===== config.mk =====
export PLATFORM = sky130hd
export DESIGN_NAME = sga_controller
export DESIGN_NICKNAME = d
export VERILOG_FILES = /design/src/sv/softened_gravity_accumulator_macros.svh /design/src/sv/sga_pkg.sv /design/src/sv/sga_controller.sv
export SDC_FILE = /design/constraint.sdc
export NUM_CORES = 1
export LEC_CHECK = 0
export CORE_MARGIN = 2
export CORE_UTILIZATION = 40
export CTS_CLUSTER_DIAMETER = 80
export DETAILED_ROUTE_END_ITERATION = 12
export DONT_BUFFER_PORTS = 1
export PLACE_DENSITY = 0.64
export SLEW_MARGIN = 20
export SYNTH_ARGS = -nofsm -noshare
export SYNTH_HDL_FRONTEND = slang
export SYNTH_SLANG_ARGS = --single-unit

===== constraint.sdc =====
create_clock -name clk -period 2.49 [get_ports clk]
set_clock_uncertainty 0.2 [all_clocks]
set_input_delay 0.498 -clock clk [delete_from_list [all_inputs] [get_ports clk]]
set_output_delay 0.498 -clock clk [all_outputs]
set_load 0.05 [all_outputs]

===== src/sv/softened_gravity_accumulator_macros.svh =====
// assertion macros for the softened gravity accumulator
// included by the top level; no other dependencies
`ifndef SOFTENED_GRAVITY_ACCUMULATOR_MACROS_SVH
`define SOFTENED_GRAVITY_ACCUMULATOR_MACROS_SVH
`ifndef SYNTH
`define SGA_ASSERT_SAME(label, clk, rst, ante, cons) \
  label: assert property (@(posedge clk) disable iff (rst) (ante) |-> (cons)) \
    else $error("sga: same-cycle check failed");
`define SGA_ASSERT_NEXT(label, clk, rst, ante, cons) \
  label: assert property (@(posedge clk) disable iff (rst) (ante) |=> (cons)) \
    else $error("sga: next-cycle check failed");
`else
`define SGA_ASSERT_SAME(label, clk, rst, ante, cons)
`define SGA_ASSERT_NEXT(label, clk, rst, ante, cons)
`endif
`endif


===== src/sv/sga_pkg.sv =====
// shared types and constants for the softened gravity accumulator
// no dependencies
`timescale 1ns / 1ps

package sga_pkg;

  localparam int FRAC_BITS_DEF = 16;
  localparam int CFG_INDEX_W   = 2;
  localparam int CFG_DATA_W    = 32;
  localparam int IN_TDATA_W    = 128;
  localparam int OUT_TDATA_W   = 232;
  localparam int SQRT_STEPS    = 32;

  // register indexes
  localparam logic [CFG_INDEX_W-1:0] CFG_SOFTENING = 2'd0;
  localparam logic [CFG_INDEX_W-1:0] CFG_GRAVITY   = 2'd1;

  typedef enum logic [3:0] {
    S_IDLE, S_SQ, S_EPS, S_GM, S_SQRT, S_DEN_LO, S_DEN_HI,
    S_DIV, S_PP, S_CLAMP, S_ADD, S_COUNT, S_EMIT
  } ctl_state_t;

  typedef enum logic [3:0] {
    OP_NONE, OP_LOAD, OP_SQ, OP_EPS, OP_GM, OP_SQRT, OP_DEN_LO, OP_DEN_HI,
    OP_DIV, OP_PP, OP_CLAMP, OP_ADD, OP_COUNT, OP_EMIT
  } dp_op_t;

  typedef struct packed {
    dp_op_t     op;
    logic [1:0] axis;
    logic [1:0] part;
  } dp_cmd_t;

  typedef struct packed {
    logic r2_zero;
    logic last;
    logic out_busy;
  } dp_status_t;

endpackage


===== src/sv/sga_controller.sv =====
// controller: sequences one request through the datapath steps
// uses sga_pkg
`timescale 1ns / 1ps

module sga_controller import sga_pkg::*; #(
  parameter int FRAC_BITS = FRAC_BITS_DEF
) (
  input  logic       clk,
  input  logic       rst,
  input  logic       s_tvalid,
  output logic       s_tready,
  output dp_cmd_t    cmd,
  input  dp_status_t status
);

  localparam int DIV_STEPS = 64 + 3 * FRAC_BITS;
  localparam int STEP_W    = $clog2(DIV_STEPS);

  ctl_state_t        state, state_next;
  logic [STEP_W-1:0] step, step_next;
  logic [1:0]        axis, axis_next;
  logic [1:0]        part, part_next;

  // state and counters
  always_ff @(posedge clk) begin
    if (rst) begin
      state <= S_IDLE;
      step  <= '0;
      axis  <= 2'd0;
      part  <= 2'd0;
    end else begin
      state <= state_next;
      step  <= step_next;
      axis  <= axis_next;
      part  <= part_next;
    end
  end

  // next state and commands
  always_comb begin
    state_next = state;
    step_next  = step;
    axis_next  = axis;
    part_next  = part;
    s_tready   = 1'b0;
    cmd.op     = OP_NONE;
    cmd.axis   = axis;
    cmd.part   = part;
    case (state)
      S_IDLE: begin
        s_tready = 1'b1;
        if (s_tvalid) begin
          cmd.op     = OP_LOAD;
          axis_next  = 2'd0;
          state_next = S_SQ;
        end
      end
      S_SQ: begin
        cmd.op = OP_SQ;
        if (axis == 2'd2) begin
          axis_next  = 2'd0;
          state_next = S_EPS;
        end else begin
          axis_next = axis + 2'd1;
        end
      end
      S_EPS: begin
        cmd.op     = OP_EPS;
        state_next = S_GM;
      end
      S_GM: begin
        cmd.op     = OP_GM;
        step_next  = '0;
        state_next = status.r2_zero ? S_COUNT : S_SQRT;
      end
      S_SQRT: begin
        cmd.op = OP_SQRT;
        if (step == STEP_W'(SQRT_STEPS - 1)) begin
          step_next  = '0;
          state_next = S_DEN_LO;
        end else begin
          step_next = step + 1'b1;
        end
      end
      S_DEN_LO: begin
        cmd.op     = OP_DEN_LO;
        state_next = S_DEN_HI;
      end
      S_DEN_HI: begin
        cmd.op     = OP_DEN_HI;
        state_next = S_DIV;
      end
      S_DIV: begin
        cmd.op = OP_DIV;
        if (step == STEP_W'(DIV_STEPS - 1)) begin
          step_next  = '0;
          axis_next  = 2'd0;
          part_next  = 2'd0;
          state_next = S_PP;
        end else begin
          step_next = step + 1'b1;
        end
      end
      S_PP: begin
        cmd.op = OP_PP;
        if (part == 2'd2) begin
          part_next  = 2'd0;
          state_next = S_CLAMP;
        end else begin
          part_next = part + 2'd1;
        end
      end
      S_CLAMP: begin
        cmd.op     = OP_CLAMP;
        state_next = S_ADD;
      end
      S_ADD: begin
        cmd.op = OP_ADD;
        if (axis == 2'd2) begin
          axis_next  = 2'd0;
          state_next = S_COUNT;
        end else begin
          axis_next  = axis + 2'd1;
          state_next = S_PP;
        end
      end
      S_COUNT: begin
        cmd.op     = OP_COUNT;
        state_next = status.last ? S_EMIT : S_IDLE;
      end
      S_EMIT: begin
        if (!status.out_busy) begin
          cmd.op     = OP_EMIT;
          state_next = S_IDLE;
        end
      end
      default: state_next = S_IDLE;
    endcase
  end

endmodule


======== Word-level counts from Yosys, hierarchy flattened ========
Cells that the tools add are included.
storage, ports and cells
  register bits ........................... 15
  bits of input ports ..................... 6
  output and inout port bits .............. 9
  logic and storage cells ................. 60
cells by class
  add/subtract/negate cells ............... 3
  eq/ne operators ......................... 22
  mux-type cells .......................... 23
  reductions and logical operators ........ 8
operators with widths
  cell                 number
  $pmux 4 s13          2
  $mux 4               9
  $pmux 7 s3           1
  $eq 4x4->1 const B   5
  $eq 4x3->1 const B   4
  $mux 7               2
  $ne 2x2->1 const B   6
  $mux 2               5
  $eq 4x2->1 const B   2
  $add 7x1->7 const B  1
  $eq 7x5->1 const B   1
  $eq 7x7->1 const B   1
  $pmux 2 s3           1
  $reduce_and 6->1     1
  $reduce_bool 3->1    2
  $add 2x1->2 const B  2
  $eq 2x2->1 const B   2
  $eq 4x1->1 const B   1
  $logic_not 4->1      1
  $pmux 2 s2           1
  $reduce_and 3->1     1
  $mux 1               2
  $reduce_and 2->1     1
  $reduce_bool 2->1    1
  $reduce_or 2->1      1

======== Longest topological paths before layout ========
Gate-level depths: netlist of the first run.
  depth in word-level cells ............... 4
  depth in mapped cells ................... 8
  mapped depth without buffers ............ 6

======== Least setup slack after synthesis of the first run ========
OpenSTA, ideal clock, no wires.
  kind .................................... reg-to-output
  start ................................... register state[0]
  end ..................................... output cmd[7] (netlist bit)
  arrival time ............................ 1988 ps
  data required time ...................... 1792 ps
  slack ................................... -196 ps
  cell stages (with the launch flop) ...... 6
  path buffers ............................ 2
  cell sequence ........................... dfxtp_1 buf_2 buf_1 nor3_1 nor2b_1 o21ai_0
RTL lines
  item                    line                  RTL
  from (decl)             sga_controller.sv:19  ctl_state_t state, state_next;
  from (signal assigned)  sga_controller.sv:32  state <= state_next;
  to (decl)               sga_controller.sv:12  output dp_cmd_t cmd,

==> results.toml, run 1 <==
[clocking]
ctsResizeCount = 0
numCtsBuffers = 3
clk_path_buf_depth = 2
clkSlewWorstSetupHoldPaths_ns = 0.09
root_buffer = "clkbuf_4"
htree_levels = 1
cts_sinks = 15
cts_setup_buffers = 0
cts_tree = "yes"
hold_buffers = 0
clkLatencyLatePin_ns = 0.29

[yosys]
synth_area_leaders = "dfxtp_1 28%, nor3_1 5.1%, nor2_1 3.8%"
async_flop_share_pct = 0
yosysMostFrequentCell = "dfxtp_1"
synth_fp_nets = 148
ys_ff_latch = 15
synth_top_area_share_pct = 27.6
ys_seq_area_share_pct = 27.6
synthesis.area_um2 = 1090
synth_edf_count = 0
ys_types = 52
syn_inst = 141
synth-main-ff-cell = "dfxtp_1"
yosys_warnings = 0
yosysTopAreaCell = "dfxtp_1"
synthTopCellsByCount = "15 x dfxtp_1, 11 x nor2_1, 11 x nor3_1"
syn_avg_cell_area_um2 = 7.70

[die]
row_count = 18
dieArea_um2 = 3150
start_util_pct = 43.1
boundaryPins = 15
chipWidth_um = 56.1
core-area_um2 = 2520
die_h_um = 56.1

[final_layout]
fin_nets = 154
antenna_cells = 0
areaGrowthSynthToFinish_pct = 8.99
drive_gt1_share_pct = 18.5

[place]
post-dp-hpwl_um = 1890
numPortBuffers = 0
place_congestion = 0.837

[timing]
final.min_clock_period_ns = 2.31
setup_viol = 0
period_share_pct = 92.7
rsz0062_at_grt = "false"
finalHoldViolations = 0
fmax_mhz = 433
slew_viol_final = 0
maxSlewHeadroom_pct = 63.1
setup_tns_ns = 0
worst_slew_pin_slew_ns = 0.553

[detailed_routing]
totalWireLength_um = 2560
remaining_drc_errors = 0
routed-via-count = 1055
firstDrtPassIters = 4
via_per_inst = 5.99
wire_per_inst_um = 14.6
drt_iter0_markers = 46
ant_nets = 0

[worst_hold_path]
hold_path_class = "primary input to flop"
worstHoldPathCells = 1

[worst_setup_path]
crit_path_start_kind = "flop"
arrival_ns = 1.61
reg2regPathDepth = 6
critPathMaxFanout = 9
cp.required_ns = 1.79
path_class = "flop to output port"
cp-end-kind = "output port"

[grt]
grt_overflow = 0
grt_first_pass_wirelength_um = 4470
grt_util_all_layers_pct = 17.5
grt_max_degree = 18
grt_pass1_vias = 978
antenna_found_initial = 0

[power_and_ir_drop]
total_power_w = 0.00118
power_leakage_nw = 0.425
irDropWorstVdd_v = 0.000606
powerDensity_nw_per_um2 = 994

[job]
drv_cap = 0

[status]
status = "complete, no violations"
## through the flow
stage | hold slack, ns | utilization [%] | cell area (um2) | setup slack [ns] | instances
after floorplan | 0.284 | - | 1100 | 0.159 | 141
after global placement | 0.311 | 45.7 | 1150 | 0.312 | 172
after detailed placement | 0.310 | 45.7 | 1150 | 0.224 | 172
after CTS | 0.0625 | 46.8 | 1180 | 0.164 | 176
after global routing | 0.0552 | 46.9 | 1180 | 0.00667 | 176
final | 0.0702 | 46.9 | 1180 | 0.181 | 176
## state kept, by name, indices dropped and copies added (netlist names)
register / count
step: 7
axis: 2
part: 2
state: 4
## cells by family (layout without fill, tap and decap cells)
group,after synthesis,in the layout,synth area share [%]
and+or+nand+nor,64,64,33.1
DFF,15,15,27.6
xor gates and xnor gates,1,1,0.807
buffers and inverters,17,22,8.98
AOI/OAI and AO/OA,39,39,24.7
muxes,4,4,3.69
adders and majority gates,1,1,1.15
## critical path, stage by stage (launching register included)
cell	delay, ns
dfxtp_1	0.48
buf_4	0.22
or2_1	0.18
nor3_1	0.07
nor3_2	0.15
buf_4	0.21
## layer usage
layer | share of wire [%] | routed length, um | global-route usage (%)
met5 | 0 | 0 | 0
met4 | 2.0 | 51 | 5.78
met3 | 4.9 | 126 | 4.65
met2 | 48 | 1220 | 27.4
met1 | 45 | 1170 | 23.2
## cell usage in the layout (no fill, tap or decap), types with 2 or more instances in the layout
cell | netlist | routed
nand4_1 | 2 | 2
nor2_1 | 11 | 11
nand3_1 | 2 | 2
buf_4 | 0 | 12
a22oi_1 | 4 | 4
nand3b_1 | 3 | 3
nor3_1 | 11 | 9
a31oi_1 | 3 | 3
a211oi_1 | 3 | 2
inv_1 | 6 | 6
nor4_1 | 2 | 2
nor3_2 | 1 | 3
nand2b_1 | 2 | 2
or3_1 | 2 | 2
nor2b_1 | 4 | 4
o21ai_1 | 3 | 4
nand2_1 | 10 | 10
o21ai_0 | 7 | 5
mux2i_1 | 4 | 4
a21oi_1 | 8 | 8
clkbuf_4 | 0 | 3
and2_1 | 2 | 2
dfxtp_1 | 15 | 15
## worst paths after layout
| kind | slack [ns] | endpoint | start |
|---|---|---|---|
| max reg2reg | 0.25 | state[0] | step[0] |
| max | 0.18 | cmd[4] | state[1] |
| min reg2reg | 0.32 | step[6] | step[6] |
| min | 0.07 | step[4] | rst |
## where the power goes
part | switching [W] | leakage (nW) | internal, W
registers | 0.0000558 | 0.122 | 0.000276
logic | 0.000452 | 0.289 | 0.000247
clock network | 0.0000828 | 0.0150 | 0.0000623
total | 0.000591 | 0.425 | 0.000585
## area by class of cell
type	count	area, um2
Fill cell	269	1340
Multi-Input combinational cell	109	707
Sequential cell	15	300
Timing Repair Buffer	12	90.1
Tap cell	30	37.5
Clock buffer	4	26.3
Inverter	6	22.5
(Power assumes the default switching activity.)
==> run 2, diff against run 1 <==
--- a/config.mk
+++ b/config.mk
@@ -5,12 +5,11 @@
 export SDC_FILE = /design/constraint.sdc
 export NUM_CORES = 1
 export LEC_CHECK = 0
-export CORE_MARGIN = 2
 export CORE_UTILIZATION = 40
 export CTS_CLUSTER_DIAMETER = 80
 export DETAILED_ROUTE_END_ITERATION = 12
 export DONT_BUFFER_PORTS = 1
-export PLACE_DENSITY = 0.64
+export PLACE_DENSITY = 0.66
 export SLEW_MARGIN = 20
 export SYNTH_ARGS = -nofsm -noshare
 export SYNTH_HDL_FRONTEND = slang
==> constraint.sdc (replaced) <==
create_clock -name clk -period 1.95 [get_ports clk]
set_clock_uncertainty 0.2 [all_clocks]
set_input_delay 0.39 -clock clk [delete_from_list [all_inputs] [get_ports clk]]
set_output_delay 0.39 -clock clk [all_outputs]
set_load 0.05 [all_outputs]
==> results.toml, run 2 (same netlist as run 1, synthesis figures left out) <==
[grt]
grt_max_degree = 15
grt_first_pass_wirelength_um = 4500
grt_pass1_vias = 1045
antenna_found_initial = 0
grt_overflow = 0
grt_util_all_layers_pct = 21.4

[place]
place_congestion = 0.887
numPortBuffers = 0
post-dp-hpwl_um = 2050
place_ws_ns = -0.0433

[worst_setup_path]
cp-end-kind = "output port"
reg2regPathDepth = 6
slowest_stage = "dfxtp_1"
r2r_setup_slack_ns = 0.03
crit_path_start_kind = "flop"
crit_chain = "buf_4 > clkinvlp_4 > o21ai_2 > buf_12"
critPathMaxStageDelay_ns = 0.34
critPathMaxFanout = 13
reg2reg_from = "state[0]"
path_class = "flop to output port"
reg2reg_to = "state[0]"
arrival_ns = 1.36
cp.required_ns = 1.36

[timing]
maxSlewHeadroom_pct = 69.0
period_share_pct = 99.8
fin_ws_ns = 0.00300
final.min_clock_period_ns = 1.95
worst_slew_pin_slew_ns = 0.460
slew_viol_final = 0
setup_tns_ns = 0
hold_slack_ns = 0.0684
setup_viol = 0
rsz0062_at_grt = "true"
finalHoldViolations = 0
fmax_mhz = 514

[detailed_routing]
totalWireLength_um = 2970
met3_length_um = 119
remaining_drc_errors = 0
wl_met2_um = 1520
via_per_inst = 5.96
firstDrtPassIters = 4
drt_iter0_markers = 34
wire_per_inst_um = 15.2
ant_nets = 0
routed-via-count = 1169
m1WireLength_um = 1270
top_layer = "met4"

[die]
chipWidth_um = 54.1
start_util_pct = 43.1
dieArea_um2 = 2930
row_count = 18
boundaryPins = 15
die_h_um = 54.1
core-area_um2 = 2520

[power_and_ir_drop]
powerDensity_nw_per_um2 = 1240
power_leakage_nw = 0.563
total_power_w = 0.00187
irDropWorstVdd_v = 0.000878

[worst_hold_path]
worstHoldPathCells = 2
hold_path_class = "primary input to flop"
min_to = "state[1]"
min_from = "rst"

[final_layout]
final_cell_mix = "22 x buf_4, 11 x nor2_1, 10 x dfxtp_1"
fillers = 217
top_register = "step"
layout_commonest_cell = "buf_4"
fin_nets = 174
antenna_cells = 0
areaGrowthSynthToFinish_pct = 39.1
drive_gt1_share_pct = 38.0
largest_register_ffs = 7
top_regs = "step x7, state x4"

[clocking]
clkLatencyLatePin_ns = 0.28
cts_tree = "yes"
numCtsBuffers = 3
clk_path_buf_depth = 2
root_buffer = "clkbuf_4"
cts_sinks = 15
htree_levels = 1
clkSlewWorstSetupHoldPaths_ns = 0.09

[status]
status = "complete, no violations"

[job]
drv_cap = 0
==> run 2: changes by cell type in the layout (fill, tap and decap cells not counted), moves of 2 or more <==
cell	before	now
buf_12	0	3
nor3_1	9	7
buf_6	0	6
dfxtp_1	15	10
nor3_4	0	3
dfxtp_4	0	2
nor4_4	0	2
nor4_1	2	0
buf_4	12	22
dfxtp_2	0	3
==> run 2: how the worst max path moves through the flow <==
stage,startpoint,to,slack [ns],depth (start not counted)
global placement,step[1],state[0],0.03,6
detailed placement,step[1],state[0],-0.04,6
floorplan,state[2],cmd[5],-0.10,3
CTS,state[1],cmd[4],-0.01,4
finish,state[3],cmd[7],0.003,4
global route,state[0],state[0],-0.06,6
==> run 2: power breakdown <==
| group | leakage [nW] | total [W] | internal [W] | switching, W |
|---|---|---|---|---|
| logic | 0.424 | 0.00128 | 0.000557 | 0.000727 |
| registers | 0.125 | 0.000409 | 0.000360 | 0.0000488 |
| clock network | 0.0150 | 0.000180 | 0.0000794 | 0.000100 |
==> run 2: area by class of cell <==
| cell class | instances | area (um2) | share of cell area [%] |
|---|---|---|---|
| tap | 30 | 37.5 | 2.49 |
| sequential | 15 | 312 | 20.6 |
| clock buffer | 4 | 26.3 | 1.74 |
| multi-input combinational | 109 | 806 | 53.4 |
| inverter | 6 | 26.3 | 1.74 |
| timing repair buffer | 32 | 303 | 20.0 |
==> run 2: repair_timing <==
| action | in CTS | in global routing |
|---|---|---|
| gates resized for setup | 18 | 14 |
| buffers inserted | 3 | 5 |
| cloned | 0 | 0 |
| endpoints found under the hold margin | 11 | 0 |
| endpoints found under the setup margin | 6 | 7 |
| pin swaps | 7 | 5 |
| hold buffers | 1 | 0 |
==> run 2: critical path: cells and delay by family, from the launching register on <==
family | cells | cell delay, ns
buffers and inverters | 3 | 0.53
DFF | 1 | 0.34
AOI/OAI and AO/OA | 1 | 0.20
==> run 2: per-layer routing <==
layer / up-vias / track usage [%]
li1: 568 / -
met1: 559 / 25.5
met2: 33 / 38.1
met3: 9 / 2.26
met4: 0 / 9.40
met5: - / 0
==> run 2: stage by stage <==
step	instance area [um2]	utilization, %	std cells
final	1510	59.9	196
after global routing	1510	59.9	196
after CTS	1390	55.2	191
after detailed placement	1270	50.5	183
after global placement	1270	50.5	183
after floorplan	1110	-	141
